--- src/sv/thse_pkg.sv ---
// Shared constants and types of the tombstone hash set engine.
package thse_pkg;

   localparam int LINE_WORDS = 16;
   localparam int LINE_BITS  = $clog2(LINE_WORDS);
   localparam int LOG_LO     = LINE_BITS;
   localparam int MAX_REHASH = 1000;
   localparam int RH_BITS    = $clog2(MAX_REHASH + 1);
   localparam int ROT_LEFT   = 13;
   localparam int STEP_SHIFT = 4;

   localparam logic [31:0] HASH_EMPTY = 32'd0;
   localparam logic [31:0] HASH_TOMB  = 32'd1;

   localparam logic [1:0] ACT_LOOKUP = 2'd0;
   localparam logic [1:0] ACT_INSERT = 2'd1;
   localparam logic [1:0] ACT_DELETE = 2'd2;
   localparam logic [1:0] ACT_CLEAR  = 2'd3;

   localparam logic [1:0] STS_ABSENT  = 2'd0;
   localparam logic [1:0] STS_PRESENT = 2'd1;
   localparam logic [1:0] STS_FULL    = 2'd2;

   localparam logic CSR_INIT_LOG = 1'b0;
   localparam logic CSR_MAX_LOG  = 1'b1;

   typedef struct packed {
      logic       done;
      logic [1:0] code;
      logic       tomb_seen;
   } probe_res_type;

endpackage

--- src/sv/thse_probe.sv ---
// Probe sequencer: walks lines and rehash rounds, one slot read per cycle.
module thse_probe import thse_pkg::*; #(
   parameter int ADDR_BITS = 10,
   parameter int KEY_BITS  = 32,
   parameter int LOG_BITS  = 4
) (
   input  logic                 clock,
   input  logic                 reset,
   input  logic                 start,
   input  logic [31:0]          hash,
   input  logic [KEY_BITS-1:0]  key,
   input  logic [LOG_BITS-1:0]  log_size,
   input  logic [31:0]          rd_hash,
   input  logic [KEY_BITS-1:0]  rd_key,
   output logic [ADDR_BITS-1:0] rd_addr,
   output logic [ADDR_BITS-1:0] hit_addr,
   output logic [ADDR_BITS-1:0] tomb_addr,
   output probe_res_type        res
);

   localparam logic [ADDR_BITS-1:0] LMASK = ADDR_BITS'(LINE_WORDS - 1);

   logic                  active_ff;
   logic                  issuing_ff;
   logic [31:0]           pos_ff;
   logic [RH_BITS-1:0]    rh_ff;
   logic [LINE_BITS-1:0]  idx_ff;
   logic [ADDR_BITS-1:0]  r_ff;
   logic                  pend_ff;
   logic [ADDR_BITS-1:0]  pend_addr_ff;
   logic                  pend_last_ff;
   logic                  tv_ff;
   logic [ADDR_BITS-1:0]  tomb_ff;

   logic [ADDR_BITS-1:0]  mask;
   logic [31:0]           step;
   logic [31:0]           home;
   logic [31:0]           pos_next;
   logic [ADDR_BITS-1:0]  r_nx;
   logic                  is_empty;
   logic                  is_tomb;
   logic                  is_match;
   logic                  done;

   always_comb begin
      for (int k = 0; k < ADDR_BITS; k++) begin
         mask[k] = (k < int'(log_size));
      end
   end

   assign step     = {17'b0, hash[9:0], 1'b1, 4'b0};
   assign home     = {hash[31-ROT_LEFT:0], hash[31:32-ROT_LEFT]};
   assign pos_next = pos_ff + step;
   assign r_nx     = (r_ff & ~LMASK) | ((r_ff + 1'b1) & LMASK);

   assign is_empty = (rd_hash == HASH_EMPTY);
   assign is_tomb  = (rd_hash == HASH_TOMB);
   assign is_match = (rd_hash == hash) && (rd_key == key);
   assign done     = active_ff & pend_ff & (is_empty | is_match | pend_last_ff);

   assign rd_addr   = r_ff;
   assign hit_addr  = pend_addr_ff;
   assign tomb_addr = tomb_ff;

   assign res.done      = done;
   assign res.code      = is_empty ? STS_ABSENT : (is_match ? STS_PRESENT : STS_FULL);
   assign res.tomb_seen = tv_ff;

   always_ff @(posedge clock) begin
      if (reset) begin
         active_ff  <= 1'b0;
         issuing_ff <= 1'b0;
         pend_ff    <= 1'b0;
         tv_ff      <= 1'b0;
      end else if (start) begin
         active_ff  <= 1'b1;
         issuing_ff <= 1'b1;
         pend_ff    <= 1'b0;
         tv_ff      <= 1'b0;
         pos_ff     <= home;
         rh_ff      <= '0;
         idx_ff     <= '0;
         r_ff       <= home[ADDR_BITS-1:0] & mask;
      end else if (active_ff) begin
         if (done) begin
            active_ff  <= 1'b0;
            issuing_ff <= 1'b0;
            pend_ff    <= 1'b0;
         end else begin
            pend_ff      <= issuing_ff;
            pend_addr_ff <= r_ff;
            pend_last_ff <= issuing_ff && (idx_ff == LINE_BITS'(LINE_WORDS - 1))
                            && (rh_ff == RH_BITS'(MAX_REHASH));
            if (issuing_ff) begin
               if (idx_ff == LINE_BITS'(LINE_WORDS - 1)) begin
                  idx_ff <= '0;
                  pos_ff <= pos_next;
                  r_ff   <= pos_next[ADDR_BITS-1:0] & mask;
                  if (rh_ff == RH_BITS'(MAX_REHASH)) begin
                     issuing_ff <= 1'b0;
                  end else begin
                     rh_ff <= rh_ff + 1'b1;
                  end
               end else begin
                  idx_ff <= idx_ff + 1'b1;
                  r_ff   <= r_nx;
               end
            end
            // first tombstone on the path is kept for reuse
            if (pend_ff && is_tomb && !tv_ff) begin
               tv_ff   <= 1'b1;
               tomb_ff <= pend_addr_ff;
            end
         end
      end
   end

endmodule

--- config.mk ---
export PLATFORM = sky130hd
export DESIGN_NAME = thse_probe
export DESIGN_NICKNAME = d
export VERILOG_FILES = /design/src/sv/thse_pkg.sv /design/src/sv/thse_probe.sv
export SDC_FILE = /design/constraint.sdc
export NUM_CORES = 1
export LEC_CHECK = 0
export ABC_AREA = 0
export BUFFER_PORTS_ARGS = -buffer_cell sky130_fd_sc_hd__buf_2
export CAP_MARGIN = 10
export CORE_UTILIZATION = 50
export DETAILED_ROUTE_END_ITERATION = 10
export HOLD_SLACK_MARGIN = 0.03
export PLACE_DENSITY_LB_ADDON = 0.25
export SYNTH_ARGS = -nofsm -noshare
export SYNTH_HDL_FRONTEND = slang
export SYNTH_SLANG_ARGS = --single-unit
--- constraint.sdc ---
create_clock -name clock -period 5.3 [get_ports clock]
set_input_delay 0.265 -clock clock [delete_from_list [all_inputs] [get_ports clock]]
set_output_delay 0.265 -clock clock [all_outputs]
set_load 0.05 [all_outputs]
# Word-level counts from Yosys, hierarchy flattened

Index checks and enable logic that the tools add are counted.

Flip-flop bits (word level): 81
Input bits: 135
Output and inout bits: 34
Word-level logic and storage cells: 90

$add $sub $neg: 4
$lt $le $gt $ge: 10
Muxes and demuxes: 31
Reduce and logical (&&, ||, !) cells: 17
Eq/ne operators: 7
Bitwise operators: 10

Operator list:

| cell                                                                        | number |
|---|---|
| 32-bit 2-to-1 mux                                                           | 5 |
| 10-bit 2-to-1 mux                                                           | 10 |
| 32-bit equality test                                                        | 2 |
| 32-bit by 15-bit adder with 32-bit output                                   | 1 |
| 32-bit by 1-bit equality test with 1-bit output, second input constant      | 1 |
| 32-bit zero test                                                            | 1 |
| 10-bit bitwise AND                                                          | 2 |
| 3-bit by 4-bit less-than comparator with 1-bit output, first input constant | 4 |
| 4-bit 2-to-1 mux                                                            | 4 |
| 10-bit by 1-bit adder with 10-bit output, second input constant             | 1 |
| 10-bit equality test, second input constant                                 | 1 |
| 1-bit 2-to-1 mux                                                            | 10 |
| 10-bit by 4-bit OR with 10-bit output                                       | 1 |
| 5-bit AND reduction                                                         | 2 |
| 4-bit by 1-bit adder with 4-bit output, second input constant               | 2 |
| 1-bit by 4-bit less-than comparator with 1-bit output, first input constant | 2 |
| 2-bit by 4-bit less-than comparator with 1-bit output, first input constant | 2 |
| 4-bit less-than comparator, first input constant                            | 2 |
| 4-bit AND reduction                                                         | 2 |
| 6-bit AND reduction                                                         | 1 |
| 2-bit nonzero test                                                          | 3 |
| 1-bit logical AND                                                           | 5 |
| 4-bit equality test, second input constant                                  | 1 |
| 2-bit 2-to-1 mux                                                            | 2 |
| other kinds (7)                                                             | 12 |

# Depth between registers and ports, before layout

Gate-level depths: netlist (run 1).

Depth in word-level cells: 8
Mapped depth: 7
Gate-level depth less buffers: 7

# Worst setup path after synthesis (run 1)

Ideal clock, no wire load.

Path type: input -> register
Start point: in key[27]
End point: reg pend_addr_ff[0], in the netlist hit_addr[0], enable pin
Stages on the path: 6
Slack: 2.758 ns
Arrival: 2.134 ns
Setup time: 0.408 ns
Buffers on the path: 0
Path through: xor2_1 > nor4_2 > nand4_1 > nor4_2 > o31a_2 > nor4_1

Longest elaborated chain between the ends: 7

RTL lines:

| what                                 | RTL line         | RTL |
|---|---|---|
| start, declared                      | thse_probe.sv:11 | `input logic [KEY_BITS-1:0] key,` |
| 32-bit equality test                 | thse_probe.sv:58 | `assign is_match = (rd_hash == hash) && (rd_key == key);` |
| 1-bit logical AND                    | thse_probe.sv:58 |  |
| 1-bit OR (2 in a row)                | thse_probe.sv:59 | `assign done = active_ff & pend_ff & (is_empty \| is_match \| pend_last_ff);` |
| 1-bit bitwise AND                    | thse_probe.sv:59 |  |
| 1-bit NOT (no source line)           | -                |  |
| 4-bit AND reduction (no source line) | -                |  |
| end signal, assigned                 | thse_probe.sv:91 | `pend_addr_ff <= r_ff;` |
| end, declared                        | thse_probe.sv:30 | `logic [ADDR_BITS-1:0] pend_addr_ff;` |

No other way between the ends.
A chain may end at the register's enable or synchronous reset.

# Worst setup path after layout (run 1)

Start point: reg idx_ff[0]
End point: reg rh_ff[1], enable pin

Longest elaborated chain between the ends: 3

RTL lines:

| what                                 | RTL line          | RTL |
|---|---|---|
| start, declared                      | thse_probe.sv:27  | `logic [LINE_BITS-1:0] idx_ff;` |
| start signal, assigned               | thse_probe.sv:105 | `idx_ff <= idx_ff + 1'b1;` |
| 4-bit equality test                  | thse_probe.sv:95  | `if (idx_ff == LINE_BITS'(LINE_WORDS - 1)) begin` |
| 2-bit nonzero test (no source line)  | -                 |  |
| 6-bit AND reduction (no source line) | -                 |  |
| end signal, assigned                 | thse_probe.sv:102 | `rh_ff <= rh_ff + 1'b1;` |
| end, declared                        | thse_probe.sv:26  | `logic [RH_BITS-1:0] rh_ff;` |

No other way between the ends.

==> out/summary.md, run 1 <==
The flow ran to the end, and the final reports show no timing, DRC or antenna violations. The number of synthesized register bits came out at 59. The die height works out to 85.6 um. After layout, the worst path uses 45.8% of the clock period. STA classifies the critical path startpoint as a flop. The count of buffers added on input and output ports is 168.

The count of final hold-check violations is 0, and the die area is 0.00733 sq mm. The nature of the critical path endpoint is a flop. The average routed wire per standard cell is 16.5 um. The capture endpoint of the worst hold path is active_ff$_SDFF_PP0_. For this run, the share of the core covered by cells in the final layout is 67.8%. The analysis attributes to cell leakage a power of 2.01 nW. During synthesis, Yosys emitted a total of 0 warnings.

The total detailed-routing wirelength is 9.53 mm. The unique cell type count in the Yosys netlist was 43. The die extent in x works out to 85.6 um. The data arrival at the endpoint of the critical path was 2.39 ns; the number of clock sinks seen by CTS was 59.

Clock-pin slew was measured on the worst setup and hold paths at 0.07 ns. The slew of the pin with the lowest slew margin is 0.850 ns, and the count of non-filler cells in the finished layout is 576. Across the whole layout, storage elements account for 0.00173 sq mm. The net total in the final layout is 634, and the smallest hold slack is 0.210 ns.

The first global-routing pass estimated 14.7 mm of wire. The total setup buffers inserted after CTS was 0. The floorplan has 30 rows. The library cell used most frequently in the layout, excluding fill and tap cells, is sky130_fd_sc_hd__buf_2. The number of resized instances in the post-cts repair step is 0, and the area of the mapped netlist is 0.00350 sq mm. The tools report the worst voltage drop across the vdd grid as 0.000137 V.

The run gives 2.87 ns as the post-route worst setup slack. The number of global-route vias before repair was 3042. After detailed routing, the number of vias per cell comes to 5.47. The floorplan step defined a core boundary enclosing 0.00676 sq mm. Sequential elements use 49.5% of the synthesized area. The number of enable-type register cells in the synthesized netlist is 55. Setup repair after global routing left no endpoint under its margin. The worst hold path stage count is 2, and the maximum number of pins on one net before global-route repair is 38.

The start point of the critical path was idx_ff[0]$_SDFFCE_PN0P_. Setup violations remaining at the end of the flow were counted as 0. After global routing the overflow that remains totals 0. The worst hold path begins at reset. In this run, placement finished with an instance count of 558.

After clock tree synthesis, the flow added hold-fix buffers numbering 0. After synthesis, the share of flip-flops with an asynchronous set or reset is 0%. In this run the worst path has a maximum fanout of 10.

TritonCTS built the clock tree. The multi-input combinational cells in the finished layout cover a total of 0.00169 sq mm. Across all register-to-register paths, the minimum setup slack is 2.87 ns. The post-DP HPWL came out at 8.06 mm. The post-layout minimum cycle time was 2.43 ns. The number of nets handed over by synthesis was 463. After detailed routing, the number of remaining DRC violations is 0.

The total clock buffers created by CTS is 9, and the max-slew headroom at the worst pin is 42.9%. In the layout the commonest cells are sky130_fd_sc_hd__buf_2 (168), sky130_fd_sc_hd__xor2_1 (69), sky130_fd_sc_hd__edfxtp_1 (55). The tightest min-delay check is of the in2reg type. The accumulated negative setup slack is 0 ns, and the placer's final routability congestion estimate is 0.874.

The final route contains 3152 vias. The run gives 0.00440 sq mm as the cell area after placement. Depth of the most critical reg-to-reg path: 5. The start-to-end type of the worst setup path was reg2reg.

The endpoint identified for the worst register-to-register timing path is rh_ff[1]$_SDFFCE_PP0P_. The number of routed nets with antenna violations is 0. The layout cell share with drive strength beyond 1 is 38.8%. The cell sitting at the root of the clock tree is a sky130_fd_sc_hd__clkbuf_8. The run gives 26.7% as the global-route total usage across every layer.

After routing the design area is 0.00458 sq mm. The insertion delay of the later-clocked pin in the worst-skew pair came out at 0.34 ns. Based on the critical path, the design can be clocked at up to 412 MHz. Each instance of the synthesized netlist takes up on average 11.0 sq um. The design draws 1.13 mW. STA puts the critical path data required time at 5.26 ns. For this design the ratio of total power to cell area is 246 mW/mm^2.

In the synthesized netlist the dominant register cell turns out to be sky130_fd_sc_hd__edfxtp_1. The gate count of the mapped netlist came out at 319. OpenSTA, run right after detailed placement, puts the worst setup slack at 2.52 ns. After the first detailed-routing iteration, the DRC count stood at 212. In this run the critical register-to-register path is launched from idx_ff[0]$_SDFFCE_PN0P_. The tools report the number of antenna violations at the first check in global routing as 1.

The initial core utilization was 51.7%; the length of the first detailed-routing pass in iterations was 4. Counting along the longest clock path gives a buffer depth of 2. The area added between synthesis and finish was 31.0%. The reported max-cap violation count was 0; the total number of H-tree levels was 3. The filler cells instantiated in the layout total 544. The number of pins with negative max-slew slack in the final report came out at 0.

The tools report the I/O pin total as 169. The setup clock skew after layout is 0.00965 ns.
worst max-delay path by stage:
stage                                  end  depth (start not counted)
floorplan            hit_addr[0]$_DFFE_PP_                          6
global placement     hit_addr[0]$_DFFE_PP_                          7
detailed placement   hit_addr[2]$_DFFE_PP_                          7
CTS                 pend_last_ff$_DFFE_PP_                          7
global route        rh_ff[1]$_SDFFCE_PP0P_                          5
finish              rh_ff[1]$_SDFFCE_PP0P_                          5
metal layers:
| metal | vias to the layer above | routed length [um] | track usage [%] |
|---|---|---|---|
| li1 | 1508 | - | - |
| met1 | 1469 | 3610 | 31.4 |
| met2 | 163 | 5090 | 49.3 |
| met3 | 12 | 685 | 4.43 |
| met4 | 0 | 142 | 8.79 |
| met5 | - | 0 | 0 |
synth_stat cells, types with 6 or more instances:
master	n	share of area (%)
sky130_fd_sc_hd__xor2_1	69	17
sky130_fd_sc_hd__nand4_1	7	1.3
sky130_fd_sc_hd__nor2_1	22	2.4
sky130_fd_sc_hd__inv_1	10	1.1
sky130_fd_sc_hd__ha_1	8	2.9
sky130_fd_sc_hd__edfxtp_1	55	47
sky130_fd_sc_hd__and3_1	6	1.1
sky130_fd_sc_hd__o21ai_0	13	1.9
sky130_fd_sc_hd__nor4_1	22	3.9
sky130_fd_sc_hd__o21ai_1	6	0.86
sky130_fd_sc_hd__nor3_1	7	1.0
sky130_fd_sc_hd__a21oi_1	10	1.4
sky130_fd_sc_hd__nand2_1	16	1.7
sky130_fd_sc_hd__nand3_1	8	1.1
sky130_fd_sc_hd__xnor2_1	9	2.3
registers in the layout (all words and copies together), names as in the netlist:
register	flops
tomb_addr	10
pend_last_ff	1
rh_ff	10
rd_addr	10
tv_ff	1
pend_ff	1
hit_addr	10
issuing_ff	1
idx_ff	4
pos_ff	10
active_ff	1
cell families after synthesis:
logic type	after synthesis	share of synthesized area, %
and+or+nand+nor	105	16.2
buffers and inverters	19	2.25
DFF	59	49.5
adders and majority gates	9	3.44
AOI/OAI and AO/OA	46	8.05
muxes	3	0.931
xor gates and xnor gates	78	19.5
power by group:
group	internal [mW]	switching, mW	leakage, nW
clock	0.167	0.181	0.0852
sequential	0.537	0.0155	0.548
combinational	0.0973	0.131	1.37
total	0.801	0.327	2.01
worst max-delay path, stage by stage, from the launching register on:
cell	delay [ns]
sky130_fd_sc_hd__edfxtp_1	0.42
sky130_fd_sc_hd__ha_1	0.24
sky130_fd_sc_hd__and3_1	0.34
sky130_fd_sc_hd__nand3_1	0.19
sky130_fd_sc_hd__nand2b_1	0.19
sky130_fd_sc_hd__o21ai_1	0.66
final cells by class:
cell class                      count  share of cell area (%)
Multi-Input combinational cell    241                    36.9
Clock buffer                        9                    2.70
Sequential cell                    59                    37.8
Clock inverter                      7                   0.956
Timing Repair Buffer              169                    18.5
Tap cell                           80                    2.19
Inverter                           10                   0.820
Antenna cell                        1                  0.0546
No activity file was read; power rests on OpenSTA's default activity.
==> run 2, diff against run 1 <==
--- a/config.mk
+++ b/config.mk
@@ -8,7 +8,7 @@
 export ABC_AREA = 0
 export BUFFER_PORTS_ARGS = -buffer_cell sky130_fd_sc_hd__buf_2
 export CAP_MARGIN = 10
-export CORE_UTILIZATION = 50
+export CORE_UTILIZATION = 42
 export DETAILED_ROUTE_END_ITERATION = 10
 export HOLD_SLACK_MARGIN = 0.03
 export PLACE_DENSITY_LB_ADDON = 0.25
==> constraint.sdc (replaced) <==
create_clock -name clock -period 2.2 [get_ports clock]
set_input_delay 0.11 -clock clock [delete_from_list [all_inputs] [get_ports clock]]
set_output_delay 0.11 -clock clock [all_outputs]
set_load 0.05 [all_outputs]
==> out/summary.md, run 2 (synthesis results as in run 1) <==
The run finished with clean final reports. For the power consumption, the log shows 2.70 mW (+140%). The number of port buffers was 168 (unchanged); the global-route total usage across every layer was 22.9% (-3.8 points). For the post-place setup slack, the log shows -0.209 ns (-2.73 ns). The run gives 2.17 nW (+8.0%) as the static leakage. Leaving out fill and tap cells, the most frequent cell in the layout is sky130_fd_sc_hd__buf_2. The average routed wire per standard cell is 15.1 um (-8.6%), and the total number of H-tree levels is 3 (unchanged). The hold-fix buffer count after cts was 0 (unchanged). Broken down by cell family, the worst path's largest delay share belongs to simple AND/OR/NAND/NOR gates. Die height: 93.2 um (+8.9%). The area growth from synthesis to layout is 38.4%. The data arrival at the endpoint of the critical path was 1.98 ns (-0.41 ns); the number of DRC violations after detailed routing was 0 (unchanged). Setup repair after global routing left no endpoint under its margin.

The run gives 32 (+6.7%) as the number of rows in the core area. The critical-path maximum fanout is 3 (-7), and the count of buffering cells on the critical path with inverters included is 4 (+4). The layout cell share with drive strength beyond 1 was 42.0% (+3.2 points); the worst endpoint required time was 2.09 ns (-3.17 ns). The logs give 0.00789 sq mm (+17%) for the core region area and 0 (unchanged) for the setup-violating endpoint count in the final report. The logs give 0 (unchanged) for the overflow left after global routing and 169 (unchanged) for the I/O pin total.

The number of placed cells counting well taps is 611 (+9.5%). The run gives 0.000274 V (+100%) as the worst voltage drop across the vdd grid. Slew of the pin with the lowest slew margin: 1.08 ns (+0.225 ns). The logs give 0.33 ns (about the same) for the insertion delay of the later-clocked pin in the worst-skew pair and 0.872 (-0.23%) for the placer's final routability congestion estimate. The tree is rooted in a sky130_fd_sc_hd__clkbuf_8. The run gives 4 (unchanged) as the length of the first detailed-routing pass in iterations. For the worst-case clock buffer depth, the log shows 2 (unchanged). The initial core utilization is 44.3% (-7.4 points).

Number of clock sinks seen by CTS: 59 (unchanged). The top cell types in the final layout, fill and taps aside, are sky130_fd_sc_hd__buf_2 (168), sky130_fd_sc_hd__xor2_1 (69), sky130_fd_sc_hd__edfxtp_1 (55). The total power density per cell area is 558 mW/mm^2 (+130%). Traced cell by cell, the critical path runs through buf_2 > buf_4 > nor4_1 > nand4_1 > nor3_1 > buf_4 > nor3_1 > nor2_1 > buf_2. TritonCTS built the clock tree. The area of all placed cells without fillers was 0.00484 sq mm (+5.7%). The tools report the net total in the final layout as 664 (+4.7%).

The post-layout minimum cycle time came out at 2.09 ns. The critical path's slowest cell is sky130_fd_sc_hd__nor4_1. The via density per instance works out to 5.01 (-8.5%). The logs give 628 (+9.0%) for the count of non-filler cells in the finished layout and 478 MHz for the achievable frequency. The via total after detailed routing is 3145 (-0.22%). The die extent in x was 93.2 um (+8.9%); the max-slew headroom at the worst pin was 27.7% (-15 points).

The class of the worst hold path was in2reg. The clock edge transition at the registers on the reported setup and hold paths was 0.06 ns (about the same). The tools report the nature of the critical path endpoint as a primary output. The longest individual stage delay on the worst path is 0.40 ns (-0.26 ns), and the reported max-cap violation count is 0 (unchanged). The logs give 0 (unchanged) for the count of final hold-check violations and 0 (unchanged) for the number of pins with negative max-slew slack in the final report. The violation count after the first detailed-routing iteration was 102 (-52%). The worst setup path is launched from an input pin.

The critical path is of the in2out type. The logs give 0.00466 sq mm (+5.9%) for the cell area after placement and 9.49 mm (-0.40%) for the total detailed-routing wirelength. The share of the cycle needed by the critical path after routing is 95.0%, and the maximum number of pins on one net before global-route repair is 36 (-5.3%). For the number of routed nets with antenna violations, the log shows 0 (unchanged). The logs give 3197 (+5.1%) for the number of global-route vias before repair and 2 (+1) for the number of antenna violations at the first check in global routing.

The logs give 9 (unchanged) for the total clock buffers created by CTS and 0.00869 sq mm (+19%) for the die area. The setup clock skew after layout was 0.00662 ns (-0.00304 ns); the number of fill cells in the layout was 680 (+25%). The post-DP HPWL is 7.99 mm (-0.92%), and the first-pass GRT wire length is 15.0 mm (+2.4%). The post-route worst setup slack came out at 0.109 ns (-2.76 ns).
## run 2: final cells by class
| type | instances | area (sq um) | area share (%) |
|---|---|---|---|
| clock buffer | 11 | 131 | 2.72 |
| clock inverter | 4 | 18.8 | 0.388 |
| timing repair buffer | 199 | 1070 | 22.2 |
| multi-input combinational | 241 | 1710 | 35.4 |
| sequential | 59 | 1730 | 35.8 |
| inverter | 10 | 37.5 | 0.776 |
| antenna | 2 | 5.00 | 0.103 |
| tap | 102 | 128 | 2.64 |
## run 2: path summary, 6_finish.rpt
path | slack [ns] | startpoint | depth (start not counted) | end
max | 0.11 | rd_hash[21] | 9 | res[3]
min | 0.05 | reset | 2 | active_ff$_SDFF_PP0_
max reg2reg | 0.15 | pos_ff[4]$_DFFE_PP_ | 7 | rd_addr[8]$_DFFE_PP_
min reg2reg | 0.45 | hit_addr[3]$_DFFE_PP_ | 0 | tomb_addr[3]$_DFFE_PP_
## run 2: timing repair
item / CTS / global route
setup buffers: 0 / 0
resized for setup: 1 / 2
setup endpoints to repair: 1 / 2
## run 2: power breakdown
part	total [mW]	internal (mW)	leakage, nW	switching (mW)
Clock	0.785	0.393	0.0804	0.393
Combinational	0.584	0.266	1.54	0.318
Sequential	1.33	1.29	0.548	0.0387
## run 2: metal layers
layer / GRT usage (%) / vias up / share of wire, %
met1: 26.8 / 1427 / 41
met2: 40.9 / 133 / 51
met5: 0 / - / 0
met3: 3.98 / 16 / 5.9
met4: 10.1 / 0 / 2.1
li1: - / 1569 / -
## run 2: per-stage QoR
| stage | setup TNS [ns] | hold WS, ns | util (%) |
|---|---|---|---|
| floorplan | 0 | 0.213 | - |
| global placement | -6.22 | 0.385 | 59.1 |
| detailed placement | -8.19 | 0.383 | 59.1 |
| CTS | 0 | 0.0335 | 61.1 |
| global route | 0 | 0.0388 | 61.3 |
| finish | 0 | 0.0497 | 61.3 |
## run 2: worst reg2reg max path, cell delays in order, from the launching register on
cell and delay [ns]:
sky130_fd_sc_hd__edfxtp_1 0.43, sky130_fd_sc_hd__fa_1 0.45, sky130_fd_sc_hd__a21o_1 0.19, sky130_fd_sc_hd__a21oi_1 0.18
sky130_fd_sc_hd__xnor2_1 0.15, sky130_fd_sc_hd__nand2b_1 0.09, sky130_fd_sc_hd__o21ai_0 0.18, sky130_fd_sc_hd__o311a_1 0.23
==> run 3, diff against run 2 <==
==> constraint.sdc (replaced) <==
create_clock -name clock -period 2.2 [get_ports clock]
set_input_delay 0.66 -clock clock [delete_from_list [all_inputs] [get_ports clock]]
set_output_delay 0.66 -clock clock [all_outputs]
set_load 0.05 [all_outputs]
==> out/summary.md, run 3 (synthesis results as in run 1) <==
The most utilized layer in the global route result is met2. The worst-case register-to-register setup slack is 0.07 ns (-0.08 ns), and the sequential fraction of design power is 45.1% (-4.2 points). The logs give 16.6 mm (+11%) for the first-pass GRT wire length and 625 (-8.1%) for the number of fill cells in the layout. The via total after detailed routing was 3343 (+6.3%). CTS placed an instance of sky130_fd_sc_hd__clkbuf_8 at the clock tree root. The slew of the pin with the lowest slew margin was 0.793 ns (-0.283 ns).

The total detailed-routing wirelength was 10.7 mm (+13%); the max-slew headroom at the worst pin was 46.4% (+19 points). For the worst voltage drop across the vdd grid, the log shows 0.000332 V (+21%). Setup repair after global routing could not meet its margin everywhere. STA classifies the critical path endpoint as a primary output. The run finished, with violations left. The total power density per cell area is 549 mW/mm^2 (-1.6%). The run gives 2 (unchanged) as the worst-case clock buffer depth. Start point of the critical path: rd_hash[5]. The tools report the reported max-cap violation count as 0 (unchanged).

The start-to-end type of the worst setup path was in2out. For the data arrival at the endpoint of the critical path, the log shows 2.31 ns (+0.33 ns). In this run the critical register-to-register path is captured at rh_ff[9]$_SDFFCE_PP0P_. The longest individual stage delay on the worst path came out at 0.42 ns (+0.02 ns). The checks that failed: setup timing. The library cell used most frequently in the layout, excluding fill and tap cells, is sky130_fd_sc_hd__buf_2. The antenna cell count came out at 0 (-2). Walking the worst path, the cells encountered are buf_2 > xor2_1 > nor4_1 > nand4_1 > nor4_4 > nor3_2 > nor2_2 > buf_6. The run gives 226 (+120%) as the violation count after the first detailed-routing iteration. The tools report the launch instance of the worst register-to-register path as idx_ff[0]$_SDFFCE_PN0P_.

The via density per instance is 5.10 (+1.8%), and the total number of H-tree levels is 3 (unchanged). Critical path's slowest cell: sky130_fd_sc_hd__nor4_4. The post-layout minimum cycle time is 2.97 ns (+0.876 ns), and the power consumption is 2.95 mW (+9.2%). The number of global-route vias before repair is 3574 (+12%).

The global-route total usage across every layer was 25.3% (+2.4 points); the overflow left after global routing was 0 (unchanged). The length of the first detailed-routing pass in iterations is 4 (unchanged), and the worst endpoint required time is 1.54 ns (-0.55 ns). The post-DP HPWL is 8.37 mm (+4.8%). The cell-internal power came out at 2.13 mW (+9.4%). The number of port buffers works out to 168 (unchanged).

In the layout the commonest cells are sky130_fd_sc_hd__buf_2 (159), sky130_fd_sc_hd__xor2_1 (64), sky130_fd_sc_hd__edfxtp_1 (55). The post-route worst setup slack came out at -0.767 ns (-0.876 ns). The power share of the combinational group was 22.8% (+1.2 points).

The depth of the most critical reg-to-reg path is 5 (-2). The run gives 0.859 (-1.5%) as the placer's final routability congestion estimate. The logs give 59 (unchanged) for the number of clock sinks seen by CTS and 57 (+57) for the setup-violating endpoint count in the final report.

The logs give -0.932 ns (-0.723 ns) for the post-place setup slack and 44.3% (unchanged) for the initial core utilization. TritonCTS built the clock tree. The number of pins with negative max-slew slack in the final report was 0 (unchanged). The die height came out at 93.2 um (unchanged). The maximum number of pins on one net before global-route repair was 25 (-31%); the area of all placed cells without fillers was 0.00537 sq mm (+11%). Achievable frequency: 337 MHz (-30%). The cell area after placement is 0.00486 sq mm (+4.2%), and the global routing usage on met2 is 48.9% (+8.0 points). The met1 usage was 27.2% (+0.40 points); the count of final hold-check violations was 0 (unchanged). The run gives 32.1% (+3.0 points) as the part of the total power dissipated in the clock network. The I/O pin total is 169 (unchanged). The clock edge transition at the registers on the reported setup and hold paths was 0.07 ns (about the same); the critical-path maximum fanout was 3 (unchanged). The total clock buffers created by CTS was 9 (unchanged). The class of the worst hold path is reg2reg. The setup clock skew after layout is 0.00880 ns (+0.00218 ns), and the die area is 0.00869 sq mm (unchanged). The logs give 815 uW (+8.8%) for the switching component of the power and 0.00789 sq mm (unchanged) for the core region area.

The average routed wire per standard cell is 16.3 um (+7.9%). The logs give 0 (-2) for the number of antenna violations at the first check in global routing and 0.438 ns (+0.389 ns) for the smallest hold slack. The run gives 4.15% (+0.16 points) as the met3 track utilization from global routing. The share of the cycle needed by the critical path after routing works out to 135% (+40 points). The net total in the final layout was 693 (+4.4%). The static leakage is 2.38 nW (+9.9%). The number of DRC violations after detailed routing is 0 (unchanged).

The insertion delay of the later-clocked pin in the worst-skew pair was 0.32 ns (about the same); the number of routed nets with antenna violations was 0 (unchanged). The tools report the number of rows in the core area as 32 (unchanged). The element type at the critical path start was an input pin.

Layout cell share with drive strength beyond 1: 49.1% (+7.1 points). The die extent in x is 93.2 um (unchanged). The area added between synthesis and finish was 53.6%; the proportion of total power due to net switching was 27.6% (-0.099 points).

The critical path capture point is res[3].
## run 3: stage by stage
step	instances	utilization, %	setup TNS [ns]
finish	656	68.1	-16.66
global route	656	68.1	-19.38
CTS	655	67.1	-11.38
detailed placement	630	61.6	-34.63
global placement	630	61.6	-33.91
floorplan	319	-	-8.06
## run 3: area by class of cell
cell class | instances | area, sq um | area share [%]
timing repair buffer | 226 | 1390 | 26.0
clock buffer | 9 | 124 | 2.31
sequential | 59 | 1730 | 32.3
tap | 102 | 128 | 2.38
clock inverter | 7 | 68.8 | 1.28
multi-input combinational | 243 | 1890 | 35.1
inverter | 10 | 37.5 | 0.699
## run 3: routing by layer
| metal | vias to the layer above | share of wire (%) |
|---|---|---|
| met4 | 0 | 2.4 |
| met5 | - | 0 |
| met1 | 1547 | 37 |
| li1 | 1625 | - |
| met2 | 153 | 55 |
| met3 | 18 | 5.3 |
## run 3: repair_timing
action | CTS | global route
pin swaps | 15 | 12
gates resized for setup | 25 | 16
cloned | 3 | 0
hold buffers | 0 | 0
endpoints found under the setup margin | 57 | 59
buffers inserted | 9 | 1
## run 3: power groups by stage
stage	clock, mW	combinational, mW	sequential (mW)
2_1_floorplan	0	0.254	1.40
3_3_place_gp	0	0.607	1.35
3_5_place_dp	0	0.623	1.35
4_1_cts	0.962	0.661	1.33
5_1_grt	1.01	0.726	1.34
6_report	0.946	0.672	1.33
## run 3: worst min path at each step
stage                                from                endpoint  slack, ns  cells after the start
finish              hit_addr[7]$_DFFE_PP_  tomb_addr[7]$_DFFE_PP_       0.44                      0
CTS                 hit_addr[7]$_DFFE_PP_  tomb_addr[7]$_DFFE_PP_       0.44                      0
global route        hit_addr[7]$_DFFE_PP_  tomb_addr[7]$_DFFE_PP_       0.46                      0
floorplan            pend_ff$_SDFFE_PP0P_    pend_ff$_SDFFE_PP0P_       0.45                      2
global placement    hit_addr[4]$_DFFE_PP_  tomb_addr[4]$_DFFE_PP_       0.43                      0
detailed placement  hit_addr[6]$_DFFE_PP_  tomb_addr[6]$_DFFE_PP_       0.43                      0
## run 3: worst max-delay path: cells and delay by family
family,cells,cell delay (ns)
buffers and inverters,2,0.29
XOR/XNOR,1,0.16
AND/OR/NAND/NOR,5,1.19
